## src/rtl/assert_macros.svh

```systemverilog
// Assertion macros shared by the relocation patcher RTL.
// Depends on nothing; included by files that carry assertions.
`ifndef ASSERT_MACROS_SVH
`define ASSERT_MACROS_SVH
// clocked implication, disabled in reset
`define ASSERT_IMPL(label, clk, rst, ante, cons, msg) \
   label: assert property (@(posedge clk) disable iff (rst) (ante) |-> (cons)) \
      else $error(msg);
// next-cycle implication, disabled in reset
`define ASSERT_NEXT(label, clk, rst, ante, cons, msg) \
   label: assert property (@(posedge clk) disable iff (rst) (ante) |=> (cons)) \
      else $error(msg);
`endif

```

## src/rtl/rrp_pkg.sv

```systemverilog
// Package for the relocation patcher: constants, types, field encoders.
// Depends on nothing.
package rrp_pkg;
   localparam int HiTableDepth = 64;
   localparam int QueueDepth = 2;

   localparam logic [1:0] ST_OK = 2'd0;
   localparam logic [1:0] ST_OVF = 2'd1;
   localparam logic [1:0] ST_UNSUP = 2'd2;
   localparam logic [1:0] ST_NOHI = 2'd3;

   // classified transaction handed from front to back
   typedef struct packed {
      logic [7:0]  rel_type;
      logic [63:0] sym_value;
      logic [63:0] val;        // S + A, or S + A - P for pc-relative types
      logic [63:0] key;        // S - base, lookup key for LO12
      logic [31:0] place_offset;
      logic [63:0] old_bytes;
      logic        section_start;
      logic        is_hi;
      logic        is_lo;
   } item_type;

   typedef struct packed {
      logic [63:0] new_bytes;
      logic [3:0]  write_bytes;
      logic [1:0]  status;
   } result_type;

   function automatic logic is_pcrel(input logic [7:0] t);
      case (t)
         8'd16, 8'd17, 8'd18, 8'd19, 8'd20, 8'd21, 8'd22, 8'd23,
         8'd44, 8'd45, 8'd57, 8'd59: is_pcrel = 1'b1;
         default: is_pcrel = 1'b0;
      endcase
   endfunction

   function automatic logic fits_i32(input logic [63:0] v);
      fits_i32 = (v[63:31] == {33{v[31]}});
   endfunction

   // low 32 bits as signed, compared against [-lim, lim)
   function automatic logic in_range(input logic [63:0] v, input logic signed [31:0] lim);
      logic signed [31:0] s;
      s = v[31:0];
      in_range = (s < lim) && (s >= -lim);
   endfunction

   function automatic logic [31:0] enc_b(input logic [31:0] w, input logic [63:0] v);
      enc_b = (w & 32'h01fff07f) | {v[12], v[10:5], 13'd0, v[4:1], v[11], 7'd0};
   endfunction

   function automatic logic [31:0] enc_j(input logic [31:0] w, input logic [63:0] v);
      enc_j = (w & 32'h00000fff) | {v[20], v[10:1], v[11], v[19:12], 12'd0};
   endfunction

   function automatic logic [31:0] enc_u(input logic [31:0] w, input logic [63:0] v);
      logic [31:0] t;
      t = v[31:0] + 32'h800;
      enc_u = (w & 32'hfff) | (t & 32'hfffff000);
   endfunction

   function automatic logic [31:0] enc_i(input logic [31:0] w, input logic [63:0] v);
      enc_i = (w & 32'h000fffff) | {v[11:0], 20'd0};
   endfunction

   function automatic logic [31:0] enc_s(input logic [31:0] w, input logic [63:0] v);
      enc_s = (w & 32'h01fff07f) | {v[11:5], 13'd0, v[4:0], 7'd0};
   endfunction

   function automatic logic [15:0] enc_cb(input logic [15:0] h, input logic [63:0] v);
      enc_cb = (h & 16'he383) | {3'd0, v[8], v[4:3], 3'd0, v[7:6], v[2:1], v[5], 2'd0};
   endfunction

   function automatic logic [15:0] enc_cj(input logic [15:0] h, input logic [63:0] v);
      enc_cj = (h & 16'he003) |
         {3'd0, v[11], v[4], v[9:8], v[10], v[6], v[7], v[3:1], v[5], 2'd0};
   endfunction

   function automatic logic [15:0] enc_ci(input logic [15:0] h, input logic [63:0] v);
      enc_ci = (h & 16'hef83) | {3'd0, v[17], 5'd0, v[16:12], 2'd0};
   endfunction

   function automatic logic [63:0] merge(input logic [63:0] old, input logic [63:0] val,
                                         input logic [3:0] n);
      logic [63:0] m;
      case (n)
         4'd1: m = 64'hff;
         4'd2: m = 64'hffff;
         4'd4: m = 64'hffff_ffff;
         4'd8: m = '1;
         default: m = '0;
      endcase
      merge = (old & ~m) | (val & m);
   endfunction

   // everything except the table lookup
   function automatic result_type patch(input item_type it, input logic [63:0] found);
      result_type r;
      logic [63:0] res;
      logic [63:0] v;
      logic [31:0] w;
      logic [15:0] h;
      logic [7:0]  b;
      logic [3:0]  n;
      logic [1:0]  st;
      v = it.val;
      w = it.old_bytes[31:0];
      h = it.old_bytes[15:0];
      b = it.old_bytes[7:0];
      res = '0;
      n = 4'd0;
      st = ST_OK;
      case (it.rel_type)
         8'd0, 8'd32: ;
         8'd2: begin res = v; n = 4'd8; end
         8'd16: if (!in_range(v, 32'sd4096)) st = ST_OVF;
            else begin res = {32'd0, enc_b(w, v)}; n = 4'd4; end
         8'd17: if (!in_range(v, 32'sd1048576)) st = ST_OVF;
            else begin res = {32'd0, enc_j(w, v)}; n = 4'd4; end
         8'd18, 8'd19: begin
            res = {enc_i(it.old_bytes[63:32], v), enc_u(w, v)};
            n = 4'd8;
         end
         8'd20, 8'd21, 8'd22, 8'd23, 8'd26, 8'd29:
            if (!fits_i32(v)) st = ST_OVF;
            else begin res = {32'd0, enc_u(w, v)}; n = 4'd4; end
         8'd24, 8'd25, 8'd27, 8'd28, 8'd30, 8'd31: begin
            if (it.is_lo) begin
               v = found - it.sym_value;
               if (found == 64'd0) st = ST_NOHI;
            end
            if (it.rel_type == 8'd24 || it.rel_type == 8'd27 || it.rel_type == 8'd30)
               res = {32'd0, enc_i(w, v)};
            else
               res = {32'd0, enc_s(w, v)};
            n = 4'd4;
         end
         8'd33: begin res = it.old_bytes + v; n = 4'd1; end
         8'd34: begin res = it.old_bytes + v; n = 4'd2; end
         8'd35: begin res = it.old_bytes + v; n = 4'd4; end
         8'd36: begin res = it.old_bytes + v; n = 4'd8; end
         8'd37: begin res = it.old_bytes - v; n = 4'd1; end
         8'd38: begin res = it.old_bytes - v; n = 4'd2; end
         8'd39: begin res = it.old_bytes - v; n = 4'd4; end
         8'd40: begin res = it.old_bytes - v; n = 4'd8; end
         8'd44: if (!in_range(v, 32'sd256)) st = ST_OVF;
            else begin res = {48'd0, enc_cb(h, v)}; n = 4'd2; end
         8'd45: if (!in_range(v, 32'sd2048)) st = ST_OVF;
            else begin res = {48'd0, enc_cj(h, v)}; n = 4'd2; end
         8'd46: if (!in_range(v, 32'sd131072) || ((v & 64'h3f000) == 64'd0)) st = ST_OVF;
            else begin res = {48'd0, enc_ci(h, v)}; n = 4'd2; end
         8'd52: begin
            res = {56'd0, (b & 8'hc0) | ((b - v[7:0]) & 8'h3f)};
            n = 4'd1;
         end
         8'd53: begin res = {56'd0, (b & 8'hc0) | {2'd0, v[5:0]}}; n = 4'd1; end
         8'd54: begin res = v; n = 4'd1; end
         8'd55: begin res = v; n = 4'd2; end
         8'd1, 8'd56, 8'd57, 8'd59: if (!fits_i32(v)) st = ST_OVF;
            else begin res = v; n = 4'd4; end
         default: st = ST_UNSUP;
      endcase
      if (st != ST_OK) n = 4'd0;
      r.new_bytes = (n == 4'd0) ? it.old_bytes : merge(it.old_bytes, res, n);
      r.write_bytes = n;
      r.status = st;
      patch = r;
   endfunction
endpackage

```

## src/rtl/rrp_queue.sv

```systemverilog
// Short queue between front and back ends, flop based.
// Depends on rrp_pkg.
module rrp_queue #(
   parameter int DEPTH = rrp_pkg::QueueDepth
) (
   input  logic              clock,
   input  logic              reset,
   input  logic              in_valid,
   output logic              in_ready,
   input  rrp_pkg::item_type in_item,
   output logic              out_valid,
   input  logic              out_ready,
   output rrp_pkg::item_type out_item
);
   localparam int AW = (DEPTH > 1) ? $clog2(DEPTH) : 1;
   rrp_pkg::item_type slot_ff [DEPTH];
   logic [AW-1:0] rd_ff, rd_in, wr_ff, wr_in;
   logic [AW:0]   cnt_ff, cnt_in;
   logic          do_push, do_pop;

   assign in_ready = (cnt_ff != (AW+1)'(DEPTH));
   assign out_valid = (cnt_ff != '0);
   assign out_item = slot_ff[rd_ff];
   assign do_push = in_valid && in_ready;
   assign do_pop = out_valid && out_ready;

   always_comb begin
      rd_in = rd_ff;
      wr_in = wr_ff;
      if (do_pop) rd_in = (rd_ff == AW'(DEPTH - 1)) ? '0 : rd_ff + 1'b1;
      if (do_push) wr_in = (wr_ff == AW'(DEPTH - 1)) ? '0 : wr_ff + 1'b1;
      cnt_in = cnt_ff + (AW+1)'(do_push) - (AW+1)'(do_pop);
   end

   always_ff @(posedge clock) begin
      if (reset) begin
         rd_ff <= '0;
         wr_ff <= '0;
         cnt_ff <= '0;
      end else begin
         rd_ff <= rd_in;
         wr_ff <= wr_in;
         cnt_ff <= cnt_in;
      end
      if (do_push) slot_ff[wr_ff] <= in_item;
   end
endmodule

```

## config.mk

```make
export PLATFORM = sky130hd
export DESIGN_NAME = rrp_queue
export DESIGN_NICKNAME = d
export VERILOG_FILES = /design/src/rtl/assert_macros.svh /design/src/rtl/rrp_pkg.sv /design/src/rtl/rrp_queue.sv
export SDC_FILE = /design/constraint.sdc
export NUM_CORES = 1
export LEC_CHECK = 0
export BUFFER_PORTS_ARGS = -buffer_cell sky130_fd_sc_hd__buf_2
export CORE_AREA = 3 3 231 233
export DETAILED_ROUTE_END_ITERATION = 8
export DIE_AREA = 0 0 234 236
export GPL_TIMING_DRIVEN = 0
export PLACE_DENSITY_LB_ADDON = 0.2
export SYNTH_ARGS = -nofsm -noshare
export SYNTH_HDL_FRONTEND = slang
export SYNTH_SLANG_ARGS = --single-unit
```

## constraint.sdc

```tcl
create_clock -name clock -period 8.2 [get_ports clock]
set_input_delay 0.82 -clock clock [delete_from_list [all_inputs] [get_ports clock]]
set_output_delay 0.82 -clock clock [all_outputs]
set_load 0.02 [all_outputs]
```

# [Word level (Yosys, flattened, before mapping)]
# Memory sizes are Yosys's and may differ from the RTL's. A register that Yosys moved wholly into a read port is not among the register bits.
# Index checks and enable logic that the tools add are counted.
[word_totals] elab_cells=18 output_inout_bits=301 n_memories=1 mem_bits_rw=598 input_bits=303 reg_bits=4
[classes] n_addsub=4 muxes=6 n_eq_ne=1 reduce_logical=3
[mem_list] name="slot_ff" depth=2 width=299 read_ports=1 rd_clocked_by_memory_dff=1 wr=1 line_no="rrp_queue.sv:16" text="rrp_pkg::item_type slot_ff [DEPTH];"
[ops] cell="1-bit two-way mux" n=6
[ops] cell="1-bit adder, second input constant" n=2
[ops] cell="2-bit by 1-bit adder with 2-bit output" n=1
[ops] cell="1-bit logical AND" n=2
[ops] cell="2-bit inequality test, second input constant" n=1
[ops] cell="2-bit nonzero test" n=1
[ops] cell="2-bit by 1-bit subtractor with 2-bit output" n=1

# [Depth between registers and ports, before layout]
# Gate-level depths: netlist of run 1.
[depth] ltp_word=4 depth_mapped=6 depth_no_buf=6

# [Worst setup path after synthesis of run 1]
# Ideal clock, no wire load.
[synth_path] kind="input -> register" start="in in_valid" end="mem slot_ff[1][0] (netlist bit) (enable)" setup_ns=0.701 t_arrival_ns=7.670 required_time_ns=7.499 slack_ns=-0.171 cell_stages=1 path_buffers=0 path_cell_list="and3_1"
[synth_between] elab_chain_cells=3
[synth_rtl] item="start, declared" line_no="rrp_queue.sv:8" text="input logic in_valid,"
[synth_rtl] item="1-bit logical AND" line_no="rrp_queue.sv:24" text="assign do_push = in_valid && in_ready;"
[synth_rtl] item="1-bit two-way mux" line_no="rrp_queue.sv:45" text="if (do_push) slot_ff[wr_ff] <= in_item;"
[synth_rtl] item="1-bit two-way mux (implied by the code)" line_no="rrp_queue.sv:45"
[synth_rtl] item="end, declared" line_no="rrp_queue.sv:16"
# No other way between the ends.

==> results of run 1 <==
## cells by family after synthesis
logic type / Yosys count / synth area share [%]
AND/OR/NAND/NOR: 13 / 0.304
flip-flops: 603 / 79.8
multiplexers: 300 / 18.2
XOR/XNOR: 1 / 0.0387
adder cells (fa/ha/maj): 1 / 0.0553
AO/OA/AOI/OAI: 7 / 0.227
buffers and inverters: 34 / 1.38
## how the worst max path moves through the flow
stage	from	endpoint	slack (ns)
floorplan	in_valid	slot_ff[0][0]	0.87
global placement	in_valid	slot_ff[0][196]	-2.83
detailed placement	in_valid	slot_ff[0][193]	5.37
CTS	flip-flop	out_item[148]	5.20
global route	flip-flop	out_item[148]	5.16
finish	flip-flop	out_item[148]	5.29
## flip-flops by register name, summed over array words and instances (netlist names), named ones only
name and flops:
wr_ff 1, cnt_ff 2, slot_ff 598, rd_ff 1
## layer usage
layer / global-route usage, % / vias up / part of all wire, %
met5: 0.357 / - / 0.34
met4: 6.81 / 28 / 3.0
met3: 7.34 / 109 / 10
met2: 30.9 / 393 / 51
met1: 19.7 / 5585 / 35
li1: - / 5225 / -
## power by group through the flow
stage / Combinational [uW] / Clock (uW) / Sequential [uW]
finish: 2220 / 2550 / 3820
global route: 2350 / 2740 / 3840
CTS: 2260 / 2610 / 3820
detailed placement: 2250 / 0 / 3880
global placement: 2220 / 0 / 4000
floorplan: 1520 / 0 / 3940
## cell usage after synthesis
cell type,instances
sky130_fd_sc_hd__a211oi_1,1
sky130_fd_sc_hd__a21bo_2,2
sky130_fd_sc_hd__a21oi_1,1
sky130_fd_sc_hd__a32oi_1,1
sky130_fd_sc_hd__and3_1,1
sky130_fd_sc_hd__buf_2,9
sky130_fd_sc_hd__buf_4,2
sky130_fd_sc_hd__buf_6,22
sky130_fd_sc_hd__dfxtp_1,5
sky130_fd_sc_hd__edfxtp_1,598
sky130_fd_sc_hd__ha_1,1
sky130_fd_sc_hd__inv_1,1
sky130_fd_sc_hd__mux2_2,100
sky130_fd_sc_hd__mux2_4,200
sky130_fd_sc_hd__nand2b_1,1
sky130_fd_sc_hd__nand3_1,1
sky130_fd_sc_hd__nand3b_1,1
sky130_fd_sc_hd__nor2_1,5
sky130_fd_sc_hd__nor2b_1,3
sky130_fd_sc_hd__o21ai_0,2
sky130_fd_sc_hd__or2_2,1
sky130_fd_sc_hd__xor2_1,1
## through the flow
step	cells	power (uW)	setup slack (ns)
2_1_floorplan	959	5460	0.869
3_3_place_gp	2242	6220	-2.83
3_5_place_dp	2249	6140	5.37
4_1_cts	2360	8690	5.20
5_1_grt	2370	8930	5.16
6_report	2374	8580	5.29
## cell type report
type                       instances  area, um^2  area share, %
sequential                       603       18100           63.2
multi-input combinational        322        4280           15.0
timing repair buffer             610        3210           11.2
clock buffer                      73        1570           5.50
tap                              680         851           2.98
buffer                            33         308           1.08
clock inverter                    38         254          0.889
antenna                           14        35.0          0.123
inverter                           1        11.3         0.0394
==> summary by stage, run 1 <==
Worst setup path
The startpoint class of the critical path is a flip-flop. The cell class contributing the biggest share of worst-path delay is buffers and inverters. The data required time at the worst endpoint is 7.38 ns. Walking the worst path, the cells encountered are buf_4, buf_6, buf_6, mux2_4, buf_2. At the worst endpoint, the arrival time is 2.09 ns. In this run the number of cells on the critical path is 5.

The slowest cell on the critical path is sky130_fd_sc_hd__mux2_4. The cell repeated most along the worst path is sky130_fd_sc_hd__buf_6. The endpoint identified for the worst register-to-register timing path is slot_ff[0][244]. The worst-path maximum fanout is 10. The critical path contains buffers and inverters numbering 4 combined. The count of cells along the worst register-to-register path is 4. By startpoint and endpoint, the worst setup path is classified as flip-flop to output pin. The worst setup path is captured at an output pin. The worst reg-to-reg setup slack is 5.67 ns. The worst stage delay on the critical path is 0.33 ns.

The startpoint identified for the worst register-to-register timing path is cnt_ff[0].

Timing
For this run, the top clock speed supported by timing is 0.344 GHz. Setup repair after global routing left no endpoint under its margin. Setup violations remaining at the end of the flow were counted as 0. The final-report hold violation count is 0. In the final timing run, aggregate negative setup slack is 0 ns. The count of final max-slew check failures is 0.

The actual transition at the worst max-transition pin is 0.745 ns. Clock skew on the completed layout was measured at 0.0187 ns. The shortest clock period the worst path allows after layout is 2.91 ns.

After layout, the worst path uses between 30% and 40% of the clock period. The worst hold slack across all endpoints is 0.394 ns. The worst slew margin relative to its limit is 50.3%.

Job
The max-cap violation count is 0.

Worst hold path
For hold timing, the worst endpoint is slot_ff[1][62]. The startpoint identified for the worst hold timing path is in_item[62]. The cell depth of the worst min-delay path is 1. In this run the worst hold path is classified as primary input to flip-flop.

Pwr
The leakage power total is ~0.011 uW. The share of total power dissipated in the clock network is 29.7%. Across the VDD grid, the largest voltage drop is 210 uV. Per report_power, the combinational group accounts for 25.8% of the total.

Internal power comes to 6140 uW. The net switching share of the total power is between 20 and 30%. For this design the total switching power over the nets is 2440 uW. Dividing total power by cell area gives a power density of 300 nW/um^2. The part of the total power dissipated in sequential elements is between 40% and 50%.

Logic synthesis
Yosys printed 0 warnings. Of all cell types, the one taking the most synthesized area is sky130_fd_sc_hd__edfxtp_1. The post-synthesis area per instance is ~24 um^2. The mapped netlist covers 22600 um^2. The net count after synthesis is 1263. The number of library cell types mapped by synthesis is 22.

Of the post-synthesis cell area, the dominant cell type holds 79.3%. Of the synthesized area, sequential elements account for 79.8%. The synthesized netlist cell count is ~960. The synthesized design contains between 600 and 700 register bits. After synthesis, the cell types taking the most area are sky130_fd_sc_hd__edfxtp_1, sky130_fd_sc_hd__mux2_4, sky130_fd_sc_hd__mux2_2.

Global routing
The number of global-route vias before repair is 11900. Entering global routing, the biggest net connects approximately 120 pins. In the global route stage, overall resource usage came out at 18.0%.

The global route total overflow is 0. The number of antenna violations at the first check in global routing is 26. The first-pass GRT wire length is about 74 mm.

Floorplanning
The number of placed I/O pins is 604. The die span in y is 236 um. The initial utilization of the core area, before any placement, comes to 44.0%. The area of the core is roughly 50000 um^2.

The die area is 55200 um^2. The die is 234 um wide. The number of rows in the core area is 83.

Routing
The detailed-route wire length is approximately 51 mm. The first detailed-routing pass took 4 iterations. In the final routed layout, each cell accounts on average for 21.6 um. The post-detailed-route count of antenna-violating nets is 0. The routed via count divided by cell count is 4.78.

The final route contains 11300 vias. The DRC marker count from the first detailed-route iteration is 617. The detailed-route DRC error count is 0.

Place
The placement-stage cell area is 26700 um^2. The final estimated routing congestion in global placement is 0.776. The detailed-placement wirelength estimate is ~37 mm.

The number of buffers inserted by port buffering is 603.

Final layout
The share of layout cells above drive strength 1 is 61.1%. The most frequent standard cell in the layout excluding fill and tap cells is sky130_fd_sc_hd__buf_2. With fillers left out, the area of the finished cells amounts to approximately 29000 um^2. In the layout the commonest cells are sky130_fd_sc_hd__buf_2, sky130_fd_sc_hd__edfxtp_1, sky130_fd_sc_hd__mux2_4. From synthesis to final layout, the design area changed by 26.2%. The utilization after layout is 55.6%. The layout has roughly 4000 filler cells. For this run, the post-layout net count is 1935.

Clocking
The root buffer selected by CTS is sky130_fd_sc_hd__clkbuf_16. The longest clock path from root to sink contains 3 buffers. The post-cts repair resize count is 0. The cts-stage hold buffer count is 0.

For this design, the sink count on the clock tree is 603. Buffers added to address setup during post-CTS repair amount to 0. TritonCTS created 60 clock buffers.

In this run the number of H-tree levels came out at 2. The TritonCTS clock tree is built. The clock transition at the registers of the reported paths is 0.06 ns.

For the worst-skew pair, the clock arrives at the later sink with an insertion delay of 0.60 ns.

Run status
The flow ran to the end, and the final reports show no timing, DRC or antenna violations.
No activity file was read; power rests on OpenSTA's default activity.
==> run 2, diff against run 1 <==
ABC_AREA = 1   (was not set)
CORE_AREA = 3 3 237 239   (was 3 3 231 233)
DIE_AREA = 0 0 240 242   (was 0 0 234 236)
clock period = 3 ns   (was 8.2 ns; I/O delays follow)
==> summary by stage, run 2 <==
Worst setup path
The cell that appears most often on the critical path is sky130_fd_sc_hd__buf_16. The startpoint of the most critical setup path is cnt_ff[0]. Traced cell by cell, the critical path runs through inv_2, nand2_4, nand2_4, nor2_4, buf_16, buf_16, buf_16, buf_16, buf_12. The startpoint class of the critical path is a flip-flop.

For this design, the slowest cell found on the critical path is sky130_fd_sc_hd__nor2_4. For this run, the slowest stage of the critical path takes roughly 0.48 ns. STA puts the critical path data arrival time at 2.67 ns.

Together, buffers and inverters on the worst path number 6. The class of the most critical setup path is flip-flop to flip-flop. The worst-path maximum fanout is 29.

The critical path runs through a total of 9 cells. The terminus of the critical flop-to-flop path is slot_ff[1][253]. The data required time at the worst endpoint is 3.26 ns. The number of cells on the worst reg-to-reg path is 9.

The worst reg-to-reg setup slack is slightly below 0.6 ns. The startpoint of the worst-slack reg-to-reg timing path is cnt_ff[0]. Following the worst setup path forward leads to its endpoint at slot_ff[1][253]. In this design, the largest share of critical-path delay is due to buffers and inverters. The type of element capturing the critical path is a flip-flop.

Place
After detailed placement, the design holds a cell count of 2288. The final estimated routing congestion in global placement is 0.776. The post-placement worst setup slack is 0.593 ns.

Detailed placement finished with a half-perimeter wire length of a little under 40 mm. The number of buffers inserted by port buffering is 603.

Logic synthesis
Yosys attributes the largest share of cell area to sky130_fd_sc_hd__edfxtp_1, sky130_fd_sc_hd__mux2_4, sky130_fd_sc_hd__mux2_2. The multiplexer area fraction after synthesis is 18.2%. By count the netlist is led by sky130_fd_sc_hd__edfxtp_1, sky130_fd_sc_hd__mux2_4, sky130_fd_sc_hd__mux2_2. After synthesis the cells add up to about 23000 um^2.

After synthesis, the largest family of logic cells by area is multiplexers. Sequential elements use 79.8% of the synthesized area. The number of flops mapped to enable cells by yosys is ~600. The biggest area consumer among synthesized cells is sky130_fd_sc_hd__edfxtp_1. The adder-cell share of the synthesized area is less than 1%.

The most instantiated flip-flop cell in the synthesis netlist is sky130_fd_sc_hd__edfxtp_1. The synthesized netlist cell count is 966. Summing the areas of all compound-gate instances in the mapped netlist gives less than 1% of the synthesized area.

After synthesis, the share of flip-flops with an asynchronous set or reset is 0%. The net count after synthesis is 1270. After synthesis, the largest area contributor takes up approximately 79% of total cell area. Yosys mapped the design onto 15 distinct sky130hd cell types. After synthesis the netlist holds a flip-flop and latch count of 603. The xor and xnor area share after synthesis is 0.0387%. After Yosys synthesis, and, or, nand and nor cells account for 0.326% of the synthesized area. Averaged over all synthesized cells, the footprint is about 23 um^2. The dominant cell by count in the synthesized netlist is sky130_fd_sc_hd__edfxtp_1. The count of yosys warnings during synthesis is 0.

Final layout
The largest register by flop count is slot_ff. The share of layout cells above drive strength 1 is 52.2%. The net count of the finished layout is approximately 2300. Measured on the finished design, the core utilization comes to 59.5%. The area growth from synthesis to layout is 42.0%.

The largest registers in the layout are slot_ff x598, cnt_ff x2. In the final layout, flip-flops and latches occupy 18100 um^2. For this run, the number of standard cells in the final layout without fillers is 2710.

Leaving out fill and tap cells, the most frequent cells in the layout are sky130_fd_sc_hd__buf_2, sky130_fd_sc_hd__edfxtp_1, sky130_fd_sc_hd__dlygate4sd3_1. The count of fill cells added during filler insertion is between 4000 and 5000. The library cell used most frequently in the layout, excluding fill and tap cells, is sky130_fd_sc_hd__buf_2. The flip-flop count of the largest register, all copies and words added is 598. The area of the multi-input gates is 4250 um^2.

Run status
The run finished with clean final reports.

Timing
The largest clock skew in the final design is 0.0176 ns. Setup violations remaining at the end of the flow were counted as 0. The count of final max-slew check failures is 0. The post-layout worst setup margin is 0.593 ns. The highest clock frequency the design can meet is 0.416 GHz.

Setup repair after global routing left no endpoint under its margin. Subtracting the final worst setup slack from the clock period gives 2.41 ns. The setup TNS after final layout is 0 ns. The final-report hold violation count is 0. The actual transition at the worst max-transition pin is 0.572 ns.

After layout, the worst path uses 80.2% of the clock period. The worst slew margin relative to its limit is about 60%.

Pwr
The analysis attributes to cell leakage a power of 0.0125 uW. The maximum VDD drop is 671 uV. In this run the power density over the cells is 824 nW/um^2.

Routing
The count of TritonRoute iterations in the first routing pass is 5. Dividing the detail-routed wire length by the instance count gives just over 20 um. After detailed routing, the number of remaining DRC violations is 0. The detailed-route wire length is 54.6 mm. In the routed layout, each cell is associated on average with a via count of 4.66. The post-detailed-route count of antenna-violating nets is 0. The DRC marker count from the first detailed-route iteration is 541.

The via count is 12600.

Clocking
The post-cts repair resize count is 0. The root buffer selected by CTS is sky130_fd_sc_hd__clkbuf_16. After clock tree synthesis, the flow added hold-fix buffers numbering 300. The number of buffers between clock root and the deepest sink is 3. The later pin in the worst-skew pair is clocked with a latency of 0.58 ns.

Clock tree synthesis found a total of 603 sinks. The level count of the clock H-tree is 3. The total setup buffers inserted after CTS is 0. The CTS buffer count is 66. The TritonCTS clock tree is built. After clock tree synthesis, the clock-pin slew on the worst setup and hold paths is 0.06 ns.

Floorplanning
The die span in y is 242 um. The initial utilization of the core area, before any placement, comes to a little over two fifths. The die area is 58100 um^2. The width of the die is 240 um. The core region is 54000 um^2. The initialized floorplan defines 85 standard-cell rows. During I/O placement, the number of pins put on the boundary was 604.

Worst hold path
The worst hold path passes through 3 cells. The worst hold-check path type is primary input to flip-flop.

Job
The max-cap violation count is 0.

Global routing
The number of antenna violations at the first check in global routing was 10. In the global route stage, overall resource usage came out at 18.4%. The number of global-route vias before repair was 13700.

The maximum number of pins on one net before global-route repair is 32. For this run the aggregate overflow at the end of global routing stands at 0. The first global-routing pass estimated 81.1 mm of wire.
## run 2: cell count changes after synthesis, sizes merged, moves of 2 or more
cell and change:
nand2 +8, inv +7, nor2 +4, nor2b -3
a21bo -2, o21ai -2
## run 2: cell families (layout without fill, tap and decap cells)
family | count (synthesis) | in the layout
mux | 299 | 299
compound gates | 2 | 2
buf+inv | 41 | 1081
flops | 603 | 603
xor+xnor | 1 | 1
simple gates | 19 | 19
other cells | 0 | 8
fa+ha+maj | 1 | 1
## run 2: layout make-up
type | count | area share, %
sequential | 603 | 56.2
tap | 696 | 2.71
timing repair buffer | 926 | 20.3
antenna | 8 | 0.0623
inverter | 8 | 0.0935
clock buffer | 91 | 5.63
multi-input combinational | 322 | 13.2
buffer | 33 | 0.958
clock inverter | 23 | 0.760
## run 2: power breakdown
group          internal (uW)  switching, uW  total, uW  leakage [uW]
Clock                   4640           3070       7710      0.000997
Combinational           3430           4390       7820       0.00592
Sequential             10700            268      10900       0.00563
## run 2: worst register-to-register path, delay by kind of cell, from the launching register on
family / cells / cell delay (ns)
buf+inv: 6 / 1.09
simple gates: 3 / 0.64
flops: 1 / 0.35
## run 2: metrics by stage
step	power, uW	hold WS [ns]	cell area [um^2]
3_3_place_gp	18600	0.481	26500
6_report	26500	0.0829	32100
4_1_cts	26800	0.0362	32100
3_5_place_dp	18700	0.491	27000
5_1_grt	27600	0.0546	32100
2_1_floorplan	16200	0.364	22600
## run 2: worst min path at each step
stage / startpoint / end / slack, ns
after floorplan: reset / cnt_ff[0] / 0.36
after global placement: rd_ff / rd_ff / 0.48
after detailed placement: in_item[3] / slot_ff[0][3] / 0.49
after CTS: in_valid / wr_ff / 0.04
after global routing: in_valid / wr_ff / 0.05
final: in_valid / wr_ff / 0.08
## run 2: routing by layer
metal  part of all wire, %  global-route usage, %  up-vias
li1                      -                      -     5877
met4                   3.9                   7.44        2
met5                 0.024                      0        -
met2                    52                   32.6      430
met3                   7.7                   6.51      122
met1                    36                   20.1     6208
==> run 3, diff against run 2 <==
clock period = 2.25 ns   (was 3 ns; I/O delays follow)
==> summary by stage, run 3 (synthesized netlist as in run 2, its figures left out) <==
Clocking
In this run, CTS created clock tree buffers numbering 66. CTS built an H-tree with a depth of 3. TritonCTS built the clock tree. Clock tree synthesis selected as its root buffer the cell sky130_fd_sc_hd__clkbuf_16.

The worst-skew pair later-pin latency is 0.58 ns. The clock passes through at most 3 buffers. The clock transition at the registers of the reported paths is 0.06 ns. The number of sinks handled by clock tree synthesis is ~600.

Global routing
The number of antenna violations at the first check in global routing is 9. Global routing consumed, over all layers together, 18.6% of the routing resources. The first-pass GRT wire length is between 80 and 90 mm. The global route total overflow is 0.

The number of global-route vias before repair is around 14000. The maximum number of pins on one net before global-route repair is 32.

Pwr
For this design the static power due to leakage is 0.0129 uW. The power density over cell area is 1110 nW/um^2. The overall power consumption is 36700 uW. Across the VDD grid, the largest voltage drop is roughly 900 uV.

Final layout
The count of fill cells added during filler insertion is about 3900. The finished cells cover between 30000 and 40000 um^2. Across the whole layout, storage elements account for about 18000 um^2. In the layout the commonest cells are sky130_fd_sc_hd__edfxtp_1, sky130_fd_sc_hd__buf_2, sky130_fd_sc_hd__dlygate4sd3_1.

The largest registers in the layout are slot_ff x598, cnt_ff x2. The net count of the finished layout is 2280. Counting flops per register, the top entry is slot_ff.

The area of the multi-input gates is ~4300 um^2. The share of layout cells above drive strength 1 is 52.6%. The library cell used most frequently in the layout, excluding fill and tap cells, is sky130_fd_sc_hd__edfxtp_1. The register with the most flip-flops in the layout has 598 of them.

Relative to the synthesized area, the layout overhead comes to 46.7%.

Worst setup path
Together, buffers and inverters on the worst path number 3. The worst stage delay on the critical path is 0.40 ns. Data arrives at the worst endpoint at 2.00 ns.

By startpoint and endpoint, the worst setup path is classified as flip-flop to output pin. The worst setup path is launched from a flip-flop. The worst-path maximum fanout is 10. In this design, the critical path's most frequently occurring cell is sky130_fd_sc_hd__buf_2. Broken down by cell family, the worst path's largest delay share belongs to buffers and inverters.

The critical path goes through buf_12, buf_2, mux2_2, buf_2. The data required time at the worst endpoint is 2.03 ns. STA classifies the critical path endpoint as an output pin. For this design, the slowest cell found on the critical path is sky130_fd_sc_hd__mux2_2.

Routing
The count of TritonRoute iterations in the first routing pass is 4. The post-detailed-route count of antenna-violating nets is 0. The routed layout has 12800 vias. Using the TritonRoute via totals, the vias-per-cell ratio works out to 4.71. The DRC marker count from the first detailed-route iteration is 557. For this run, design rule violations remaining after detail routing come to 0. The detailed-route wire length is 56.6 mm. In the final routed layout, each cell accounts on average for 20.8 um.

Floorplanning
The number of placed I/O pins is 604. The die is approximately 240 um tall. Once the floorplan was initialized, standard cells occupied between 40% and 50% of the core. The die area is 58100 um^2. From left edge to right edge, the die measures between 200 and 250 um. The floorplan has 85 rows. The core region is about 54000 um^2.

Place
In this run the cell area measured after placement is around 27000 um^2. Port buffering added 603 buffers. The detailed-placement wirelength estimate is 38.4 mm. At the end of routability-driven placement, the weighted congestion stood at 0.776.

Timing
The worst slew margin relative to its limit is 76.7%. Setup violations remaining at the end of the flow were counted as 0. The highest clock frequency the design can meet is about 0.45 GHz. The final-report hold violation count came to 0. The shortest clock period the worst path allows after layout is between 2 and 2.5 ns.

The final critical path takes up 98.8% of the cycle. The largest clock skew in the final design is 0.0177 ns. The count of final max-slew check failures is 0. Setup repair after global routing could not meet its margin everywhere. At the pin with the least slew margin, the transition time is 0.349 ns.

Run status
The run finished with clean final reports.

Worst hold path
The tightest min-delay check is of the primary input to flip-flop type.

Job
The max-cap violation count is 0.
[run 3: worst register-to-register path, delay by kind of cell (launching register included)]
kind                   cells  cell delay, ns
buffers and inverters      6            1.04
flip-flops                 1            0.35
AND/OR/NAND/NOR            3            0.31
[run 3: final timing paths]
kind	start	to	slack, ns	cells after the start
max	flip-flop	out_item[4]	0.03	4
min	out_ready	cnt_ff[1]	0.12	6
max reg2reg	cnt_ff[0]	slot_ff[1][253]	0.22	9
min reg2reg	rd_ff	flip-flop	0.50	2
[run 3: what timing repair did]
item                       4_1_cts  5_1_grt
gates cloned                     4        8
hold endpoints to repair       603        0
hold buffers                   301        0
pin swaps                        2        0
setup buffers                    3        1
setup endpoints to repair      448      193
resized for setup               83      138
[run 3: area by class of cell]
| cell class | instances | share of cell area, % |
|---|---|---|
| Multi-Input combinational cell | 322 | 12.8 |
| Clock buffer | 91 | 5.45 |
| Clock inverter | 23 | 0.735 |
| Inverter | 8 | 0.0905 |
| Buffer | 32 | 1.60 |
| Antenna cell | 7 | 0.0528 |
| Timing Repair Buffer | 943 | 22.2 |
| Tap cell | 696 | 2.62 |
| Sequential cell | 603 | 54.4 |
[run 3: per-stage QoR]
step           TNS [ns]  hold slack [ns]  worst slack [ns]  std cells  util [%]
6_report              0            0.116            0.0260       2725      61.4
2_1_floorplan  -1890.44            0.289             -3.17        966         -
3_5_place_dp     -14.72            0.416            -0.157       2288      50.1
4_1_cts           -3.12           0.0672           -0.0573       2710      60.2
5_1_grt           -3.52            0.114           -0.0603       2724      61.4
3_3_place_gp   -3457.86            0.413             -5.81       2265      49.1
[run 3: layer usage]
layer / routed length [um] / GRT usage, % / up-vias / share of wire [%]
li1: - / - / 5912 / -
met1: 20800 / 20.5 / 6373 / 37
met2: 29500 / 32.9 / 429 / 52
met3: 4170 / 6.44 / 115 / 7.4
met4: 2070 / 7.46 / 2 / 3.6
met5: 13 / 0 / - / 0.023
[run 3: power breakdown]
part | internal (uW) | switching, uW
combinational | 5660 | 6160
clock | 6190 | 4100
sequential | 14200 | 370
